**config.mk**
```make
export PLATFORM = sky130hd
export DESIGN_NAME = dhlt_back
export DESIGN_NICKNAME = d
export VERILOG_FILES = /design/src/assert_macros.svh /design/src/dhlt_pkg.sv /design/src/dhlt_back.sv
export SDC_FILE = /design/constraint.sdc
export NUM_CORES = 2
export LEC_CHECK = 0
export BUFFER_PORTS_ARGS = -buffer_cell sky130_fd_sc_hd__clkbuf_2
export CAP_MARGIN = 25
export CORE_ASPECT_RATIO = 1.1
export CORE_MARGIN = 10
export CORE_UTILIZATION = 30
export CTS_BUF_LIST = sky130_fd_sc_hd__clkbuf_16
export DETAILED_ROUTE_END_ITERATION = 6
export MAX_ROUTING_LAYER = met4
export PLACE_DENSITY = 0.42
export SLEW_MARGIN = 20
export SYNTH_ARGS = -nofsm -noshare
export SYNTH_HDL_FRONTEND = slang
export SYNTH_SLANG_ARGS = --single-unit
```
**constraint.sdc**
```tcl
create_clock -name aclk -period 12.06 [get_ports aclk]
set_input_delay 0.603 -clock aclk [delete_from_list [all_inputs] [get_ports aclk]]
set_output_delay 0.603 -clock aclk [all_outputs]
set_load 0.05 [all_outputs]
```
**src/assert_macros.svh**
```systemverilog
// assertion macros used by dh_link_transform_unit
// no dependencies
`ifndef ASSERT_MACROS_SVH
`define ASSERT_MACROS_SVH

// same-cycle implication, checked outside reset
`define ASSERT_IMP(lbl, clk, rstn, ante, cons) \
    lbl: assert property (@(posedge clk) disable iff (!(rstn)) (ante) |-> (cons)) \
        else $error("same-cycle check failed");

// next-cycle implication, checked outside reset
`define ASSERT_NXT(lbl, clk, rstn, ante, cons) \
    lbl: assert property (@(posedge clk) disable iff (!(rstn)) (ante) |=> (cons)) \
        else $error("next-cycle check failed");

`endif

```
**src/dhlt_pkg.sv**
```systemverilog
// types, constants and the angle reduction for the dh link transform
// no dependencies
package dhlt_pkg;

    localparam int DATA_WIDTH      = 16;
    localparam int AW              = DATA_WIDTH + 1;   // theta plus offset
    localparam int XW              = 27;               // cordic x and y, Q.24
    localparam int ZW              = 27;               // cordic angle, Q.24
    localparam int TRIG_STAGES_DEF = 14;
    localparam int ATAN_COUNT      = 24;

    localparam int PI_Q24      = 52707179;
    localparam int HALF_PI_Q24 = 26353589;
    localparam int TWO_PI_Q24  = 2 * PI_Q24;
    localparam int CORDIC_K    = 10188014;
    localparam int ONE_Q14     = 16384;

    localparam logic JOINT_REVOLUTE = 1'b0;

    localparam int ATAN_Q24 [ATAN_COUNT] = '{
        13176795, 7778716, 4110060, 2086331, 1047214, 524117, 262123, 131069,
        65536, 32768, 16384, 8192, 4096, 2048, 1024, 512,
        256, 128, 64, 32, 16, 8, 4, 2
    };

    typedef logic signed [DATA_WIDTH-1:0] data_t;

    typedef struct packed {
        logic signed [XW-1:0] x;
        logic signed [XW-1:0] y;
        logic signed [ZW-1:0] z;
    } lane_t;

    // payload travelling along the cordic chain
    typedef struct packed {
        lane_t th;
        lane_t al;
        logic  th_neg;
        logic  al_neg;
        data_t la;
        data_t deff;
    } cord_t;

    typedef struct packed {
        data_t r00;
        data_t r01;
        data_t r02;
        data_t tx;
        data_t r10;
        data_t r11;
        data_t r12;
        data_t ty;
        data_t r20;
        data_t r21;
        data_t r22;
        data_t tz;
    } res_t;

    // Q5.12 angle to Q.24 in (-pi, pi]
    function automatic logic signed [ZW-1:0] reduce_angle(input logic signed [AW-1:0] ang);
        logic signed [31:0] z;
        logic signed [31:0] c;
        logic signed [ZW-1:0] r;
        z = {{(32-AW-12){ang[AW-1]}}, ang, 12'b0};
        r = '0;
        for (int k = -3; k <= 3; k++) begin
            c = z + 32'(k * TWO_PI_Q24);
            if (c > -PI_Q24 && c <= PI_Q24) begin
                r = c[ZW-1:0];
            end
        end
        return r;
    endfunction

endpackage

```
**src/dhlt_back.sv**
```systemverilog
// back end: sine/cosine rounding, matrix products and saturation
// depends on dhlt_pkg
module dhlt_back (
    input  logic            aclk,
    input  logic            aresetn,
    input  logic            en,
    input  logic            in_valid,
    input  dhlt_pkg::cord_t in_data,
    output logic            out_valid,
    output dhlt_pkg::res_t  out_data
);

    localparam int XW = dhlt_pkg::XW;
    localparam int DW = dhlt_pkg::DATA_WIDTH;
    localparam int PW = 2 * DW;
    localparam int QW = PW - 14;

    logic [2:0]      v_reg;
    dhlt_pkg::data_t ct_reg, st_reg, ca_reg, sa_reg, la_reg, d_reg;
    dhlt_pkg::data_t ct2_reg, st2_reg, ca2_reg, sa2_reg, d2_reg;
    logic signed [PW-1:0] p_cast_reg, p_sast_reg, p_lact_reg;
    logic signed [PW-1:0] p_cact_reg, p_sact_reg, p_last_reg;
    dhlt_pkg::res_t  r_reg;
    dhlt_pkg::res_t  r_next;

    // Q.24 to Q2.14, clamped to one, sign from the fold
    function automatic dhlt_pkg::data_t to_q14(input logic signed [XW-1:0] v, input logic neg);
        logic signed [XW-1:0]  t;
        logic signed [XW-11:0] q;
        logic signed [DW-1:0]  c;
        t = v + XW'(512);
        q = t[XW-1:10];
        if (q > dhlt_pkg::ONE_Q14) begin
            c = DW'(dhlt_pkg::ONE_Q14);
        end else if (q < -dhlt_pkg::ONE_Q14) begin
            c = -DW'(dhlt_pkg::ONE_Q14);
        end else begin
            c = q[DW-1:0];
        end
        return neg ? -c : c;
    endfunction

    function automatic logic signed [QW-1:0] rnd14(input logic signed [PW-1:0] p);
        logic signed [PW-1:0] t;
        t = p + PW'(8192);
        return t[PW-1:14];
    endfunction

    function automatic dhlt_pkg::data_t sat(input logic signed [QW-1:0] q);
        logic signed [QW-1:0] hi, lo;
        hi = QW'((1 << (DW - 1)) - 1);
        lo = -hi - QW'(1);
        if (q > hi) begin
            return hi[DW-1:0];
        end else if (q < lo) begin
            return lo[DW-1:0];
        end
        return q[DW-1:0];
    endfunction

    // final rounding and assembly
    always_comb begin
        logic signed [QW-1:0] q;
        q          = rnd14(p_cast_reg);
        r_next.r01 = -q[DW-1:0];
        q          = rnd14(p_sast_reg);
        r_next.r02 = q[DW-1:0];
        q          = rnd14(p_cact_reg);
        r_next.r11 = q[DW-1:0];
        q          = rnd14(p_sact_reg);
        r_next.r12 = -q[DW-1:0];
        r_next.tx  = sat(rnd14(p_lact_reg));
        r_next.ty  = sat(rnd14(p_last_reg));
        r_next.r00 = ct2_reg;
        r_next.r10 = st2_reg;
        r_next.r20 = '0;
        r_next.r21 = sa2_reg;
        r_next.r22 = ca2_reg;
        r_next.tz  = d2_reg;
    end

    always_ff @(posedge aclk) begin
        if (!aresetn) begin
            v_reg <= '0;
        end else if (en) begin
            v_reg <= {v_reg[1:0], in_valid};
        end
    end

    // rounding stage, product stage, output stage
    always_ff @(posedge aclk) begin
        if (en) begin
            ct_reg     <= to_q14(in_data.th.x, in_data.th_neg);
            st_reg     <= to_q14(in_data.th.y, in_data.th_neg);
            ca_reg     <= to_q14(in_data.al.x, in_data.al_neg);
            sa_reg     <= to_q14(in_data.al.y, in_data.al_neg);
            la_reg     <= in_data.la;
            d_reg      <= in_data.deff;
            p_cast_reg <= ca_reg * st_reg;
            p_sast_reg <= sa_reg * st_reg;
            p_lact_reg <= la_reg * ct_reg;
            p_cact_reg <= ca_reg * ct_reg;
            p_sact_reg <= sa_reg * ct_reg;
            p_last_reg <= la_reg * st_reg;
            ct2_reg    <= ct_reg;
            st2_reg    <= st_reg;
            ca2_reg    <= ca_reg;
            sa2_reg    <= sa_reg;
            d2_reg     <= d_reg;
            r_reg      <= r_next;
        end
    end

    assign out_valid = v_reg[2];
    assign out_data  = r_reg;

endmodule

```
Word level (Yosys, flattened, before mapping)
Index checks and enable logic that the tools add are counted.
{ "word_totals": {"reg_bits": 539, "wordCells": 89, "in_bits": 200, "out_inout_bits": 193} }
{ "classes": {"order_cmp": 12, "mul": 6, "n_addsub": 16, "n_mux": 26} }
{ "ops": {"columns": ["op", "count"], "rows": [
  ["2-to-1 mux 16 bit", 22],
  ["adder 30 x 15 -> 30 bit (second input constant)", 4],
  ["multiplier 16 x 16 -> 30 bit", 4],
  ["adder 27 x 11 -> 27 bit (second input constant)", 4],
  ["negator 16 bit", 6],
  ["> comparator 17 x 16 -> 1 bit (second input constant)", 4],
  ["less-than comparator 17 x 15 -> 1 bit (second input constant)", 4],
  ["adder 32 x 15 -> 32 bit (second input constant)", 2],
  ["multiplier 16 x 16 -> 32 bit", 2],
  ["> comparator 18 x 16 -> 1 bit (second input constant)", 2],
  ["less-than comparator 18 x 16 -> 1 bit (second input constant)", 2],
  ["2-to-1 mux 1 bit", 4]
]} }

Logic depth before layout (Yosys ltp)
{ "logic_depth": {"depth_word": 7, "mapped_depth": 26, "mapped_depth_nobuf": 24} }

Worst setup path before layout
Ideal clock, no wire load.
{ "synth_path": {"path_kind": "register -> register", "start": "register ca_reg[15]", "end": "register p_cast_reg[28] (data pin)", "arrival_ps": 6230, "path_stages_with_launch": 22, "t_required_ps": 11802, "setup_slack_ps": 5572, "period_less_slack_ps": 6488, "setup_time_ps": 258, "path_buffers": 2, "path_cell_list": "edfxtp_1 -> clkbuf_1 -> clkbuf_1 -> nand2_1 -> inv_1 -> fa_1 -> inv_1 -> fa_1 -> inv_1 -> fa_1 -> fa_1 -> fa_1 -> fa_1 -> ha_1 -> a21o_1 -> a21o_1 -> or3_1 -> o22ai_1 -> o311a_1 -> nand2b_1 -> a21oi_1 -> xnor2_1"} }
{ "synth_between": {"elab_chain_len": 1} }
{ "synth_rtl": {"columns": ["item", "line_no", "text"], "rows": [
  ["start: declaration", "dhlt_back.sv:19", "dhlt_pkg::data_t ct_reg, st_reg, ca_reg, sa_reg, la_reg, d_reg;"],
  ["start signal: assignment", "dhlt_back.sv:95", "ca_reg <= to_q14(in_data.al.x, in_data.al_neg);"],
  ["multiplier 16 x 16 -> 30 bit", "dhlt_back.sv:99", "p_cast_reg <= ca_reg * st_reg;"],
  ["end signal: assignment", "dhlt_back.sv:99", null],
  ["end: declaration", "dhlt_back.sv:21", "logic signed [PW-1:0] p_cast_reg, p_sast_reg, p_lact_reg;"]
]} }
No other way between the ends.
A chain may end at the register's enable or synchronous reset.

Worst setup path in the final report
{ "layout_path": {"start": "register ct_reg[6]", "end": "register p_cact_reg[29] (data pin)"} }
{ "layout_between": {"elab_chain_len": 1} }
{ "layout_rtl": {"columns": ["item", "line_no", "text"], "rows": [
  ["start: declaration", "dhlt_back.sv:19", null],
  ["start signal: assignment", "dhlt_back.sv:93", "ct_reg <= to_q14(in_data.th.x, in_data.th_neg);"],
  ["multiplier 16 x 16 -> 30 bit", "dhlt_back.sv:102", "p_cact_reg <= ca_reg * ct_reg;"],
  ["end signal: assignment", "dhlt_back.sv:102", null],
  ["end: declaration", "dhlt_back.sv:22", "logic signed [PW-1:0] p_cact_reg, p_sact_reg, p_last_reg;"]
]} }
No other way between the ends.

==> flow_metrics.env <==
export IMPL_timing_hold_violations_final=0
export IMPL_cts_resized=0
export IMPL_worstHoldPathType="input pin to flop"
export IMPL_cts_tree="yes"
export IMPL_synth_area_um2=75800
export IMPL_synth_warnings=0
export IMPL_clk_latency_ns=0.72
export IMPL_crit_family="adder cells"
export IMPL_rrSetupSlack_ns=4.28
export IMPL_critPathRequiredTime_ns=12.50
export IMPL_fin_area_um2=82900
export IMPL_relSlewSlack=0.282
export IMPL_end_kind="flop"
export IMPL_final_util=0.330
export IMPL_critical_path_cell_chain="buf_4 > and2_1 > fa_1 > inv_1 > fa_1 > fa_1 > inv_1 > fa_1 > fa_1 > inv_1 > fa_1 > inv_1 > ha_1 > a21oi_1 > o21ai_0 > a21oi_1 > o21ai_0 > a311oi_1 > a21oi_1 > a211o_1 > a21oi_1 > xnor2_1"
export IMPL_grt_max_degree=136
export IMPL_fmax_mhz=129
export IMPL_dieArea_um2=273000
export IMPL_crit_path_max_fanout=28
export IMPL_htreeDepth=3
export IMPL_cp_arrival_ns=8.22
export IMPL_num_vias=50488
export IMPL_final_antenna_net_count=0
export IMPL_core_area_um2=251000
export IMPL_cts_sinks=461
export IMPL_drtIter0Drc=2414
export IMPL_initial_core_util=0.301
export IMPL_rsz0062_at_grt="false"
export IMPL_yosys_top_cells_count="inv_1, fa_1, nand2_1, and2_1, ha_1"
export IMPL_cap_viol_max_count=0
export IMPL_placedInstanceArea_um2=80700
export IMPL_grtUsageTotal=0.161
export IMPL_gp_congestion=0.804
export IMPL_synth_seq_cells=461
export IMPL_crit_type="flop to flop"
export IMPL_yosysTopAreaCellShare=0.399
export IMPL_yosysSeqAreaShare=0.182
export IMPL_largest_reg_flops=176
export IMPL_synthCells=7608
export IMPL_cp_slowest_stage_delay_ns=0.99
export IMPL_yosysUniqueCellTypes=86
export IMPL_clock_skew_ns=0.0716
export IMPL_status="completed"
export IMPL_avgSynthCellArea_um2=9.96
export IMPL_cts_buffers_inserted=66
export IMPL_layout_drive_gt1_share=0.0679
export IMPL_fp_dieW_um=499
export IMPL_clock_path_buffers=3
export IMPL_wl_um=210000
export IMPL_crit_top_cell="fa_1"
export IMPL_period_needed_ns=7.78
export IMPL_cts_root_buf="clkbuf_16"
export IMPL_finalCritPeriodShare=0.645
export IMPL_finalNetCount=9890
export IMPL_start_kind="flop"
export IMPL_finalMaxSlewViolations=0
export IMPL_die_y_um=547
export IMPL_fillCellCount=25981
export IMPL_setup_viol_count_final=0
export IMPL_cp_slowest_cell="edfxtp_1"
export IMPL_grt_pass1_vias=56046
export IMPL_fin_setup_tns_ns=0
export IMPL_clk_pin_slew_ns=0.06
export IMPL_dp_hpwl_um=156000
export IMPL_postCtsHoldBufs=2
export IMPL_drtPass1Iterations=5
export IMPL_dpl_worst_slack_ns=4.06
export IMPL_num_rows=193
export IMPL_area_growth_pct=9.36
export IMPL_drc_errors=0
export IMPL_viasPerCell=4.56
export IMPL_grt_pass1_wl_um=335000
export IMPL_io_pins=393
export IMPL_synthArstFlopShare=0
export IMPL_synth_most_common_cell="inv_1"
export IMPL_synth_top_area_cell="fa_1"
export IMPL_antenna_found_initial=19
export IMPL_synth_flop_cell="edfxtp_1"
export IMPL_worstMarginPinSlew_ns=1.08
export IMPL_synth_edff_count=458
export IMPL_io_buffers=286
export IMPL_fin_ws_ns=4.28
export IMPL_wl_per_cell_um=19.0
export IMPL_crit_buf_inv=5
export IMPL_synth_area_leaders="fa_1, edfxtp_1, inv_1, ha_1, and2_1"
export IMPL_overflow=0
export IMPL_post_cts_buffers=0
-- layout by cell type, fill, tap and decap left out, types with 100 or more instances in the layout --
master,synthesis,layout
xnor2_1,260,260
fa_1,1510,1510
nand2_1,850,850
clkbuf_2,0,285
and2_1,743,743
xor2_1,144,144
edfxtp_1,458,458
a21oi_1,103,103
inv_1,1695,1707
nor2_1,203,203
nand3_1,115,115
buf_4,17,100
o21ai_0,110,110
ha_1,478,478
-- cell families after synthesis --
group | synth area share
AND/OR/NAND/NOR | 0.148
buffers and inverters | 0.105
adder cells (fa/ha/maj) | 0.478
flip-flops | 0.182
AO/OA/AOI/OAI | 0.0379
XOR/XNOR | 0.0467
multiplexers | 0.00244
other | 0.0000495
-- metrics by stage --
step           hold WS, ns  cells
2_1_floorplan        0.400   7623
3_3_place_gp         0.401  10944
3_5_place_dp         0.405  10946
4_1_cts            0.00909  11065
5_1_grt             0.0269  11074
6_report            0.0828  11078
-- path summary, 6_finish.rpt --
kind | start | to | depth (start not counted)
setup / recovery | ct_reg[6] | p_cact_reg[29] | 22
hold / removal | in_data[30] | la_reg[14] | 1
setup reg to reg | ct_reg[6] | p_cact_reg[29] | 22
hold reg to reg | st2_reg[3] | out_data[115] | 0
-- cell type report --
class                   count  area, um2  area share
multi-input cells        5084      54100       0.653
flip-flops and latches    461      13800       0.167
inverters                1696       6370      0.0768
well taps                3315       4150      0.0501
repair buffers            393       2300      0.0278
clock buffers              67       1680      0.0202
clock inverters            50        444     0.00536
diodes                     12       30.0    0.000362
-- per-layer routing --
layer | track usage | share of wire | vias up
met2 | 0.267 | 0.48 | 818
met5 | - | 0 | -
met4 | 0.0367 | 0.025 | 0
met3 | 0.0215 | 0.038 | 201
met1 | 0.211 | 0.45 | 26375
li1 | - | - | 23094
Power is left out: the tool's default activity adds up to more than one toggle a clock period on the data nets, which glitch-free logic cannot reach.
