$ cat src/assert_macros.svh
// assertion macros used by dh_link_transform_unit
// no dependencies
`ifndef ASSERT_MACROS_SVH
`define ASSERT_MACROS_SVH

// same-cycle implication, checked outside reset
`define ASSERT_IMP(lbl, clk, rstn, ante, cons) \
    lbl: assert property (@(posedge clk) disable iff (!(rstn)) (ante) |-> (cons)) \
        else $error("same-cycle check failed");

// next-cycle implication, checked outside reset
`define ASSERT_NXT(lbl, clk, rstn, ante, cons) \
    lbl: assert property (@(posedge clk) disable iff (!(rstn)) (ante) |=> (cons)) \
        else $error("next-cycle check failed");

`endif

$ cat src/dhlt_pkg.sv
// types, constants and the angle reduction for the dh link transform
// no dependencies
package dhlt_pkg;

    localparam int DATA_WIDTH      = 16;
    localparam int AW              = DATA_WIDTH + 1;   // theta plus offset
    localparam int XW              = 27;               // cordic x and y, Q.24
    localparam int ZW              = 27;               // cordic angle, Q.24
    localparam int TRIG_STAGES_DEF = 14;
    localparam int ATAN_COUNT      = 24;

    localparam int PI_Q24      = 52707179;
    localparam int HALF_PI_Q24 = 26353589;
    localparam int TWO_PI_Q24  = 2 * PI_Q24;
    localparam int CORDIC_K    = 10188014;
    localparam int ONE_Q14     = 16384;

    localparam logic JOINT_REVOLUTE = 1'b0;

    localparam int ATAN_Q24 [ATAN_COUNT] = '{
        13176795, 7778716, 4110060, 2086331, 1047214, 524117, 262123, 131069,
        65536, 32768, 16384, 8192, 4096, 2048, 1024, 512,
        256, 128, 64, 32, 16, 8, 4, 2
    };

    typedef logic signed [DATA_WIDTH-1:0] data_t;

    typedef struct packed {
        logic signed [XW-1:0] x;
        logic signed [XW-1:0] y;
        logic signed [ZW-1:0] z;
    } lane_t;

    // payload travelling along the cordic chain
    typedef struct packed {
        lane_t th;
        lane_t al;
        logic  th_neg;
        logic  al_neg;
        data_t la;
        data_t deff;
    } cord_t;

    typedef struct packed {
        data_t r00;
        data_t r01;
        data_t r02;
        data_t tx;
        data_t r10;
        data_t r11;
        data_t r12;
        data_t ty;
        data_t r20;
        data_t r21;
        data_t r22;
        data_t tz;
    } res_t;

    // Q5.12 angle to Q.24 in (-pi, pi]
    function automatic logic signed [ZW-1:0] reduce_angle(input logic signed [AW-1:0] ang);
        logic signed [31:0] z;
        logic signed [31:0] c;
        logic signed [ZW-1:0] r;
        z = {{(32-AW-12){ang[AW-1]}}, ang, 12'b0};
        r = '0;
        for (int k = -3; k <= 3; k++) begin
            c = z + 32'(k * TWO_PI_Q24);
            if (c > -PI_Q24 && c <= PI_Q24) begin
                r = c[ZW-1:0];
            end
        end
        return r;
    endfunction

endpackage

$ cat src/dhlt_cordic_cell.sv
// one cordic rotation cell, both angles side by side
// depends on dhlt_pkg
module dhlt_cordic_cell #(
    parameter int SHIFT = 0
) (
    input  logic            aclk,
    input  logic            aresetn,
    input  logic            en,
    input  logic            in_valid,
    input  dhlt_pkg::cord_t in_data,
    output logic            out_valid,
    output dhlt_pkg::cord_t out_data
);

    localparam int ZW = dhlt_pkg::ZW;
    localparam logic signed [ZW-1:0] ATAN = ZW'(dhlt_pkg::ATAN_Q24[SHIFT]);

    logic            v_reg;
    dhlt_pkg::cord_t d_reg;
    dhlt_pkg::cord_t d_next;

    function automatic dhlt_pkg::lane_t rot(input dhlt_pkg::lane_t l);
        dhlt_pkg::lane_t r;
        if (l.z >= 0) begin
            r.x = l.x - (l.y >>> SHIFT);
            r.y = l.y + (l.x >>> SHIFT);
            r.z = l.z - ATAN;
        end else begin
            r.x = l.x + (l.y >>> SHIFT);
            r.y = l.y - (l.x >>> SHIFT);
            r.z = l.z + ATAN;
        end
        return r;
    endfunction

    // rotate both lanes, pass the rest along
    always_comb begin
        d_next    = in_data;
        d_next.th = rot(in_data.th);
        d_next.al = rot(in_data.al);
    end

    always_ff @(posedge aclk) begin
        if (!aresetn) begin
            v_reg <= 1'b0;
        end else if (en) begin
            v_reg <= in_valid;
        end
    end

    always_ff @(posedge aclk) begin
        if (en) begin
            d_reg <= d_next;
        end
    end

    assign out_valid = v_reg;
    assign out_data  = d_reg;

endmodule

$ cat config.mk
export PLATFORM = sky130hd
export DESIGN_NAME = dhlt_cordic_cell
export DESIGN_NICKNAME = d
export VERILOG_FILES = /design/src/assert_macros.svh /design/src/dhlt_pkg.sv /design/src/dhlt_cordic_cell.sv
export SDC_FILE = /design/constraint.sdc
export NUM_CORES = 1
export LEC_CHECK = 0
export BUFFER_PORTS_ARGS = -buffer_cell sky130_fd_sc_hd__buf_2
export CORE_MARGIN = 2
export CORE_UTILIZATION = 35
export CTS_CLUSTER_DIAMETER = 80
export DETAILED_ROUTE_END_ITERATION = 12
export PLACE_DENSITY = 0.65
export REMOVE_ABC_BUFFERS = 1
export SYNTH_ARGS = -nofsm -noshare
export SYNTH_HDL_FRONTEND = slang
export SYNTH_SLANG_ARGS = --single-unit
$ cat constraint.sdc
create_clock -name aclk -period 3.7 [get_ports aclk]
set_input_delay 0.185 -clock aclk [delete_from_list [all_inputs] [get_ports aclk]]
set_output_delay 0.185 -clock aclk [all_outputs]
set_load 0.01 [all_outputs]
== Yosys cells after proc, flatten, opt, wreduce, memory -nomap -nowiden ==
Index checks and enable logic that the tools add are counted.

* $add $sub $neg: 10
* Magnitude comparators: 2
* Muxes and demuxes: 2

{| class="wikitable"
|+ Operators with widths
! kind !! number
|-
| 2-to-1 mux 81 bit || 2
|-
| subtractor 27 bit || 4
|-
| adder 27 x 25 -> 27 bit, second input constant || 2
|-
| adder 27 bit || 2
|-
| >= comparator 27 x 1 -> 1 bit, second input constant || 2
|-
| subtractor 27 x 25 -> 27 bit, second input constant || 2
|}

* Register bits after elaboration: 197
* Input port bits: 200
* Output and inout bits: 197
* Word-level logic and storage cells: 25

== Longest topological paths before layout ==
Gate-level depths: netlist of run 1.

* Depth in word-level cells: 2
* Depth in mapped cells: 12
* Gate-level depth less buffers: 12

== Worst setup path after synthesis of run 1 ==
Ideal clock, no wire load.

* Path kind: in2reg
* Start point: input in_data[60] in the netlist's numbering
* End point: register d_reg (netlist bit out_data[60]) (data pin)
* Data arrival time: 3.088 ns
* Data required time: 3.512 ns
* Path slack: 0.424 ns
* Stages on the path: 12
* Buffers on the path: 1
* Path through: inv_1 clkbuf_1 ha_1 nor2b_1 o31a_1 o31a_1 a211oi_1 nor3b_1 a221o_1 a21oi_1 a21oi_1 o41ai_1

{| class="wikitable"
|+ RTL lines
! item !! RTL line !! RTL
|-
| start: declaration || dhlt_cordic_cell.sv:10 || <nowiki>input dhlt_pkg::cord_t in_data,</nowiki>
|-
| end signal: assignment || dhlt_cordic_cell.sv:53 || <nowiki>d_reg <= d_next;</nowiki>
|-
| end: declaration || dhlt_cordic_cell.sv:19 || <nowiki>dhlt_pkg::cord_t d_reg;</nowiki>
|}

==> results of run 1 <==
==> layer usage <==
layer	track usage	vias up	routed length, microns
li1	-	7513	-
met1	0.2522	7427	22370
met2	0.3661	571	27020
met3	0.03846	98	2879
met4	0.08353	2	1668
met5	0	-	13
==> registers in the layout, indices dropped and copies added (netlist names) <==
name / cells
out_data: 194
out_valid: 1
==> per-stage QoR <==
| stage | std cells | hold WS, ns | power (mW) | setup slack (ns) | utilization |
|---|---|---|---|---|---|
| finish | 2902 | 0.1073 | 7.723 | 0.5856 | 0.4355 |
| global route | 2902 | 0.09522 | 8.144 | 0.4204 | 0.4355 |
| CTS | 2899 | 0.05995 | 7.783 | 0.6872 | 0.4353 |
| detailed placement | 2829 | 0.3631 | 5.783 | 0.1958 | 0.4151 |
| global placement | 2829 | 0.3610 | 5.754 | 0.2216 | 0.4151 |
| floorplan | 1778 | 0.2839 | 4.667 | 0.5059 | - |
==> critical path, stage by stage <==
cell,delay [ns]
dlygate4sd3_1,0.53
buf_2,0.14
inv_1,0.10
fa_1,0.22
nor2b_1,0.06
o21ai_0,0.21
a21boi_1,0.16
o311ai_0,0.62
a311oi_1,0.29
a21o_1,0.27
a31oi_1,0.32
nor2_1,0.10
a211oi_1,0.23
==> power by group through the flow <==
stage	Combinational, mW	Sequential [mW]	Clock (mW)
final	2.83	2.96	1.93
after global routing	3.09	3.00	2.06
after CTS	2.81	2.97	2.00
after detailed placement	2.77	3.01	0
after global placement	2.75	3.01	0
after floorplan	1.47	3.19	0
==> cells in the final DEF (no fill, tap or decap), drive strengths merged, types with 7 or more instances in the layout <==
cell / count
nor2b: 27
or3: 18
inv: 183
a2111oi: 11
xnor2: 106
and2: 11
edfxtp: 194
xor2: 35
a31oi: 16
o41ai: 9
o21ai: 115
nand2b: 28
o21a: 20
nor2: 137
dlygate4sd3: 38
fa: 8
o21bai: 34
mux2i: 25
nand2: 83
a21o: 57
nor3: 44
ha: 224
nand3: 27
clkbuf: 22
buf: 435
o211ai: 15
a211o: 8
a21oi: 177
o31ai: 17
nand4: 13
a211oi: 34
nor4: 7
==> synth_stat cells (all sizes together), types with 6 or more instances <==
cell type,count,share of area
a2111oi,11,0.0078
a211o,8,0.0041
a211oi,34,0.015
a21o,57,0.025
a21oi,177,0.052
a221oi,6,0.0031
a31oi,16,0.0059
and2,11,0.0040
buf,15,0.0041
clkbuf,56,0.012
edfxtp,194,0.34
fa,8,0.0094
ha,224,0.16
inv,179,0.039
mux2i,25,0.015
nand2,83,0.018
nand2b,28,0.010
nand3,27,0.0079
nand4,13,0.0048
nor2,137,0.030
nor2b,27,0.0099
nor3,44,0.013
nor4,7,0.0026
o211ai,15,0.0066
o21a,20,0.0088
o21ai,115,0.034
o21bai,34,0.015
o31ai,17,0.0075
o41ai,9,0.0046
or3,18,0.0066
xnor2,106,0.054
xor2,35,0.018
==> worst max-delay path by stage <==
stage	startpoint	to	slack, ns
after floorplan	in_data[60]	out_data[60]$_DFFE_PP_	0.51
after global placement	in_data[65]	out_data[112]$_DFFE_PP_	0.22
after detailed placement	in_data[142]	out_data[193]$_DFFE_PP_	0.20
after CTS	in_data[34]	out_data[60]$_DFFE_PP_	0.69
after global routing	in_data[34]	out_data[60]$_DFFE_PP_	0.42
final	in_data[115]	out_data[141]$_DFFE_PP_	0.59
==> cell families (layout without fill, tap and decap cells) <==
| group | Yosys count | after routing |
|---|---|---|
| compound gates | 584 | 584 |
| xor+xnor | 141 | 141 |
| fa+ha+maj | 232 | 232 |
| buf+inv | 251 | 686 |
| flops | 195 | 195 |
| mux | 26 | 26 |
| other cells | 0 | 3 |
| simple gates | 420 | 420 |
==> area by class of cell <==
cell class              count  share of cell area
multi-input cells        1403              0.4932
clock buffers              21             0.02253
well taps                 615             0.03685
repair buffers            474              0.1291
clock inverters            11            0.005633
inverters                 180             0.03236
diodes                      3           0.0003595
flip-flops and latches    195              0.2800
==> impl_metrics.toml, run 1 <==
[timing]
finalHoldViolCount = 0
worst_slew_pin_slew_ns = 0.8483
fin_setup_tns_ns = 0
setup_violations = 0
slew_viol_final = 0
slew_headroom = 0.4345
fmax_mhz = 321.1
min_period_over_period = 0.8417
min_period_ns = 3.114
fin_worst_skew_ns = 0
rsz0062_at_grt = "no"

[placement]
dpl_cell_area_sq_um = 19900
hpwlAfterDp_mm = 43.16
io_buffers = 396
place_congestion = 0.9538

[route]
vias = 15611
wl_per_cell_microns = 18.59
dr.pass1.iters = 5
antenna_left = 0
drtIter0Drc = 1209
drc = 0
viasPerCell = 5.379
routed_wirelength_mm = 53.95

[critical_path]
crit_required_ns = 4.02
r2r_cells = 3
end_kind = "flip-flop"
cp-start-kind = "input pin"
regToRegSetupSlack_ns = 2.51
crit_type = "input pin to flip-flop"
rr_endpoint = "out_valid$_SDFFE_PN0P_"
arrival_ns = 3.44
path_max_fanout = 4
r2r-start = "out_valid$_SDFFE_PN0P_"

[finish]
drive_above_1_share = 0.2128
fin_nets = 2703
multiInputGateArea_sq_um = 10300
num-fill-cells = 4731
final_area_sq_um = 20880
regArea_sq_um = 5846
syn2layout_area_growth_pct = 22.11

[yosys]
synth_xor_area_frac = 0.07222
ys.flop_type = "edfxtp_1"
synth-edff-count = 194
postSynthAreaPerCell_sq_um = 9.248
muxShareOfSynthArea = 0.01529
synthCells = 1849
synth_warnings = 0
yosysSeqAreaShare = 0.3419
async_flop_share = 0
synth_compound_area_frac = 0.2227
syn-cell-area_sq_um = 17100
synthAdderAreaFrac = 0.1733
synthSimpleGateAreaFrac = 0.1188
synth_cell_types = 75
ys_ff_latch = 195
synth_top_family_by_area = "compound AO/OA/AOI/OAI gates"

[pwr]
p_comb_frac = 0.366
power_per_cell_area_nw_per_um2 = 369.9
p_int_mw = 5.005
pwr-share-clk = 0.250
p_sw_mw = 2.718
sw_frac_of_total = 0.3520
leakagePower_nw = 9.494
max-vdd-ir-drop_v = 0.0003194
seq_power_share = 0.384

[clocking]
cts_root_buf = "clkbuf_16"
cts_num_sinks = 195
cts_resized = 0
post-cts-setup-buffers = 0
tritoncts = "done"
cts.clk_slew.worst_paths_ns = 0.07
ctsHoldBuffers = 38
htreeDepth = 4
clk-insertion-delay-late_ns = 0.50
cts_made_buffers = 17
ctsLongestPathBuffers = 2

[floorplanning]
die_w_microns = 225.0
die_h_microns = 225.0
rows = 80
die-area_sq_um = 50640
start_util = 0.3566
fp.coreArea_sq_um = 47950
io_pins = 397

[global_route]
grt_first_pass_wirelength_mm = 82.59
grt_start_max_net_pins = 98
grt_usage = 0.2089
antenna_found_initial = 5
grt_pass1_vias = 15259
grt_overflow_total = 0

[job]
drv_cap = 0

[hold_path]
hold_depth = 3
hold_path_startpoint = "in_data[169]"
min_to = "out_data[169]$_DFFE_PP_"
hold_path_class = "input pin to flip-flop"

[status]
status = "completed"
Note: power is estimated with default switching activity, not from simulation.
==> inputs of run 2 (changes only) <==
==> constraint.sdc (replaced) <==
create_clock -name aclk -period 3.2 [get_ports aclk]
set_input_delay 0.16 -clock aclk [delete_from_list [all_inputs] [get_ports aclk]]
set_output_delay 0.16 -clock aclk [all_outputs]
set_load 0.01 [all_outputs]
==> run 2 against run 1 <==
Effect of this change:
- first-iteration DRC count down 13%
- via count is 0.95% higher
- cell count increased by 2.5%
==> impl_metrics.toml, run 2 (synthesis results as in run 1) <==
[critical_path]
crit_type = "input pin to flip-flop"
arrival_ns = 3.28
end_kind = "flip-flop"
regToRegSetupSlack_ns = 2.04
crit_required_ns = 3.48
path_max_fanout = 3
cp-start-kind = "input pin"

[clocking]
cts.clk_slew.worst_paths_ns = 0.08
cts_made_buffers = 17
htreeDepth = 4
clk-insertion-delay-late_ns = 0.48
tritoncts = "done"
ctsLongestPathBuffers = 2
cts_num_sinks = 195
cts_root_buf = "clkbuf_16"

[finish]
drive_above_1_share = 0.2371
layout_commonest_cell = "buf_2"
mostFrequentLayoutCells = "395 x buf_2, 224 x ha_1, 194 x edfxtp_1"
fin_nets = 2777
syn2layout_area_growth_pct = 25.45
largest_reg_flops = 194
num-fill-cells = 4663

[global_route]
grt_pass1_vias = 15570
grt_overflow_total = 0
grt_first_pass_wirelength_mm = 82.50
antenna_found_initial = 5
grt_usage = 0.2086
grt_start_max_net_pins = 80

[placement]
dp_slack_ns = -0.09274
io_buffers = 396
hpwlAfterDp_mm = 43.72
place_congestion = 0.9432

[pwr]
power_per_cell_area_nw_per_um2 = 425.0
leakagePower_nw = 9.859
max-vdd-ir-drop_v = 0.0002873

[route]
vias = 15759
antenna_left = 0
drtIter0Drc = 1055
viasPerCell = 5.295
drc = 0
dr.pass1.iters = 7
wl_per_cell_microns = 18.13
routed_wirelength_mm = 53.96

[floorplanning]
die-area_sq_um = 50640
die_h_microns = 225.0
die_w_microns = 225.0
io_pins = 397
start_util = 0.3566
fp.coreArea_sq_um = 47950
rows = 80

[timing]
fmax_mhz = 333.1
whs_ns = 0.09864
setup_violations = 0
worst_slew_pin_slew_ns = 0.8007
min_period_over_period = 0.9381
rsz0062_at_grt = "no"
slew_headroom = 0.4662
fin_worst_skew_ns = 0
min_period_ns = 3.002
slew_viol_final = 0
setup_slack_ns = 0.1981
finalHoldViolCount = 0

[job]
drv_cap = 0

[hold_path]
hold_path_class = "input pin to flip-flop"

[status]
status = "completed"
## run 2: through the flow
stage | utilization | power, mW | instance area (sq um) | std cells | TNS [ns]
floorplan | - | 5.396 | 16820 | 1778 | 0
global placement | 0.4267 | 6.772 | 20460 | 2903 | -0.07448
detailed placement | 0.4267 | 6.808 | 20460 | 2903 | -0.3716
CTS | 0.4472 | 9.206 | 21440 | 2973 | 0
global route | 0.4474 | 9.621 | 21450 | 2976 | 0
finish | 0.4474 | 9.116 | 21450 | 2976 | 0
## run 2: path summary, 6_finish.rpt
path	startpoint	endpoint	depth (start not counted)
min reg2reg	out_valid$_SDFFE_PN0P_	out_valid$_SDFFE_PN0P_	3
min	in_data[88]	out_data[88]$_DFFE_PP_	3
max reg2reg	out_valid$_SDFFE_PN0P_	out_valid$_SDFFE_PN0P_	3
max	in_data[34]	out_data[60]$_DFFE_PP_	13
## run 2: area by class of cell
class	instances	area, sq um	area share
sequential	195	5846	0.2725
clock inverter	14	173.9	0.008108
tap	615	769.5	0.03587
antenna	3	7.507	0.0003500
multi-input combinational	1403	10300	0.4801
clock buffer	18	429.2	0.02001
timing repair buffer	548	3252	0.1516
inverter	180	675.6	0.03150
## run 2: report_power, final
| part | switching [mW] | total, mW | internal, mW |
|---|---|---|---|
| Combinational | 1.97 | 3.38 | 1.42 |
| Sequential | 0.108 | 3.43 | 3.32 |
| Clock | 1.06 | 2.30 | 1.24 |
| Total | 3.14 | 9.12 | 5.98 |
## run 2: routing by layer
layer / vias up / share of wire / global-route usage
met5: - / 0.00024 / 0
met4: 2 / 0.035 / 0.1019
met3: 103 / 0.049 / 0.03038
met2: 515 / 0.51 / 0.3736
met1: 7466 / 0.41 / 0.2434
li1: 7673 / - / -
## run 2: timing repair
action | 4_1_cts | 5_1_grt
endpoints found under the hold margin | 37 | 0
gates resized for setup | 0 | 0
hold buffers | 38 | 0
setup buffers | 0 | 0
## run 2: worst max-delay path, stage by stage
cell           delay (ns)
dlygate4sd3_1        0.53
buf_2                0.14
inv_1                0.08
fa_1                 0.21
nor2b_1              0.07
o31a_1               0.27
o31a_1               0.27
a211oi_1             0.35
nor3b_1              0.19
a221o_1              0.38
a21oi_1              0.19
a21oi_1              0.11
o41ai_1              0.31
==> inputs of run 3 (changes only) <==
--- a/config.mk
+++ b/config.mk
@@ -7,10 +7,10 @@
 export LEC_CHECK = 0
 export BUFFER_PORTS_ARGS = -buffer_cell sky130_fd_sc_hd__buf_2
 export CORE_MARGIN = 2
-export CORE_UTILIZATION = 35
+export CORE_UTILIZATION = 50
 export CTS_CLUSTER_DIAMETER = 80
 export DETAILED_ROUTE_END_ITERATION = 12
-export PLACE_DENSITY = 0.65
+export PLACE_DENSITY = 0.84
 export REMOVE_ABC_BUFFERS = 1
 export SYNTH_ARGS = -nofsm -noshare
 export SYNTH_HDL_FRONTEND = slang
==> run 3 against run 2 <==
Effect of this change:
- non-clock buffer count fell by 11
- routed wire length fell by 4.6%
- first-iteration DRC count is 16% higher
- clock power shrank 2%
- die area decreased by 30%
- total power is 0.78% lower
- final area down 1.3%
- worst hold slack lost 0.042 ns
- via count up 1.7%
- cell count is 5.9% lower
- combinational power hardly changed
- highest routed layer is now met4
==> impl_metrics.toml, run 3 (synthesis results as in run 1) <==
[pwr]
sw_frac_of_total = 0.3460
leakagePower_nw = 9.814
p_total_mw = 9.045
p_sw_mw = 3.129
power_per_cell_area_nw_per_um2 = 427.0
p_int_mw = 5.916
p_comb_frac = 0.372
pwr-share-clk = 0.249
max-vdd-ir-drop_v = 0.0003687
seq_power_share = 0.379

[clocking]
clk-insertion-delay-late_ns = 0.45
cts_num_sinks = 195
cts_made_buffers = 17
cts.clk_slew.worst_paths_ns = 0.08
ctsLongestPathBuffers = 2
cts_resized = 0
tritoncts = "done"
cts_root_buf = "clkbuf_16"
htreeDepth = 4

[finish]
largest_reg_flops = 194
drive_above_1_share = 0.2352
mostFrequentLayoutCells = "395 x buf_2, 224 x ha_1, 194 x edfxtp_1"
fin_cells = 2801
finish.utilization = 0.6301
syn2layout_area_growth_pct = 23.87
layout_commonest_cell = "buf_2"
fin_nets = 2766

[global_route]
grt_overflow_total = 0
grt_first_pass_wirelength_mm = 79.98
grt_pass1_vias = 15719
grt_usage = 0.2797
grt_start_max_net_pins = 79
antenna_found_initial = 6

[route]
drtIter0Drc = 1222
dr.pass1.iters = 5
viasPerCell = 5.722
vias = 16028
antenna_left = 0
routed_wirelength_mm = 51.45
wl_per_cell_microns = 18.37
drc = 0

[timing]
slew_headroom = 0.4182
min_period_over_period = 0.8806
setup_slack_ns = 0.3820
worst_slew_pin_slew_ns = 0.8728
slew_viol_final = 0
rsz0062_at_grt = "no"
fmax_mhz = 354.9
fin_worst_skew_ns = 0
finalHoldViolCount = 0
min_period_ns = 2.818
setup_violations = 0

[critical_path]
critPathSlowestCell = "o311ai_1"
crit_type = "input pin to flip-flop"
arrival_ns = 3.00
cp_top_family = "compound AO/OA/AOI/OAI gates"
end_kind = "flip-flop"
cpPeakStageDelay_ns = 0.51
path_max_fanout = 3
crit_required_ns = 3.39
crit_buf_inv = 4
cpMostUsedCell = "buf_4"
cp-start-kind = "input pin"
path_cells = "buf_2 > buf_4 > ha_1 > nor2b_1 > o21ai_0 > o21ai_0 > o41ai_1 > buf_4 > o311ai_1 > a21bo_2 > a221oi_1 > buf_4 > a211oi_1 > xor2_1"

[floorplanning]
start_util = 0.5087
die_w_microns = 188.9
fp.coreArea_sq_um = 33620
die-area_sq_um = 35690
die_h_microns = 188.9
rows = 67
io_pins = 397

[placement]
dp_slack_ns = -0.02383
dp_cells = 2727
place_congestion = 0.9694
io_buffers = 396
hpwlAfterDp_mm = 41.24

[status]
status = "completed"

[job]
drv_cap = 0

[hold_path]
hold_path_class = "input pin to flip-flop"
run 3: cell types whose count changed in the layout (fill, tap and decap cells not counted), moves of 2 or more:
cell	previous run	this run
inv_6	4	1
buf_4	112	103
clkinv_2	2	0
clkinv_8	0	2
inv_8	1	4
diode_2	3	6
clkinv_4	1	4
dlygate4sd3_1	38	36
run 3: path summary, 6_finish.rpt:
kind	to	startpoint	slack [ns]	cells past startpoint
worst min-delay path	out_data[34]$_DFFE_PP_	in_data[34]	0.06	2
worst max-delay path	out_data[86]$_DFFE_PP_	in_data[89]	0.38	14
worst max register to register	out_valid$_SDFFE_PN0P_	out_valid$_SDFFE_PN0P_	2.05	3
worst min register to register	out_valid$_SDFFE_PN0P_	out_valid$_SDFFE_PN0P_	1.07	3
run 3: what timing repair did:
item,CTS,global route
endpoints found under the hold margin,35,0
hold buffers,36,0
setup buffers,0,0
run 3: routing by layer:
layer  share of wire  vias up  routed length [microns]  GRT usage
li1                -     7648                        -          -
met4           0.047        0                     2398     0.1367
met2            0.49      702                    25410     0.4889
met1            0.40     7545                    20470     0.3427
met5               0        -                        0          0
met3           0.062      133                     3168    0.03225
run 3: cell type report:
class,instances,area (sq um)
Fill cell,2803,12440
Timing Repair Buffer,537,3164
Clock buffer,17,425.4
Sequential cell,195,5846
Tap cell,448,560.5
Multi-Input combinational cell,1403,10300
Clock inverter,15,196.4
Antenna cell,6,15.01
Inverter,180,675.6
run 3: worst register-to-register path, cell delays in order, from the launching register on:
cell and delay, ns:
dfxtp_1 0.32, mux2i_1 0.13, nor2b_1 0.06, dlygate4sd3_1 0.54
run 3: power by group through the flow:
stage	sequential, mW	clock, mW	combinational (mW)
after floorplan	3.69	0	1.70
after global placement	3.48	0	3.20
after detailed placement	3.49	0	3.27
after CTS	3.43	2.30	3.32
after global routing	3.47	2.38	3.64
final	3.43	2.26	3.36
run 3: stage by stage:
stage / hold WS [ns] / instance area, sq um / setup TNS, ns
finish: 0.05690 / 21180 / 0
global route: 0.04593 / 21180 / 0
CTS: 0.02825 / 21170 / 0
detailed placement: 0.3383 / 20180 / -0.06361
global placement: 0.3369 / 20180 / 0
floorplan: 0.2589 / 16820 / 0
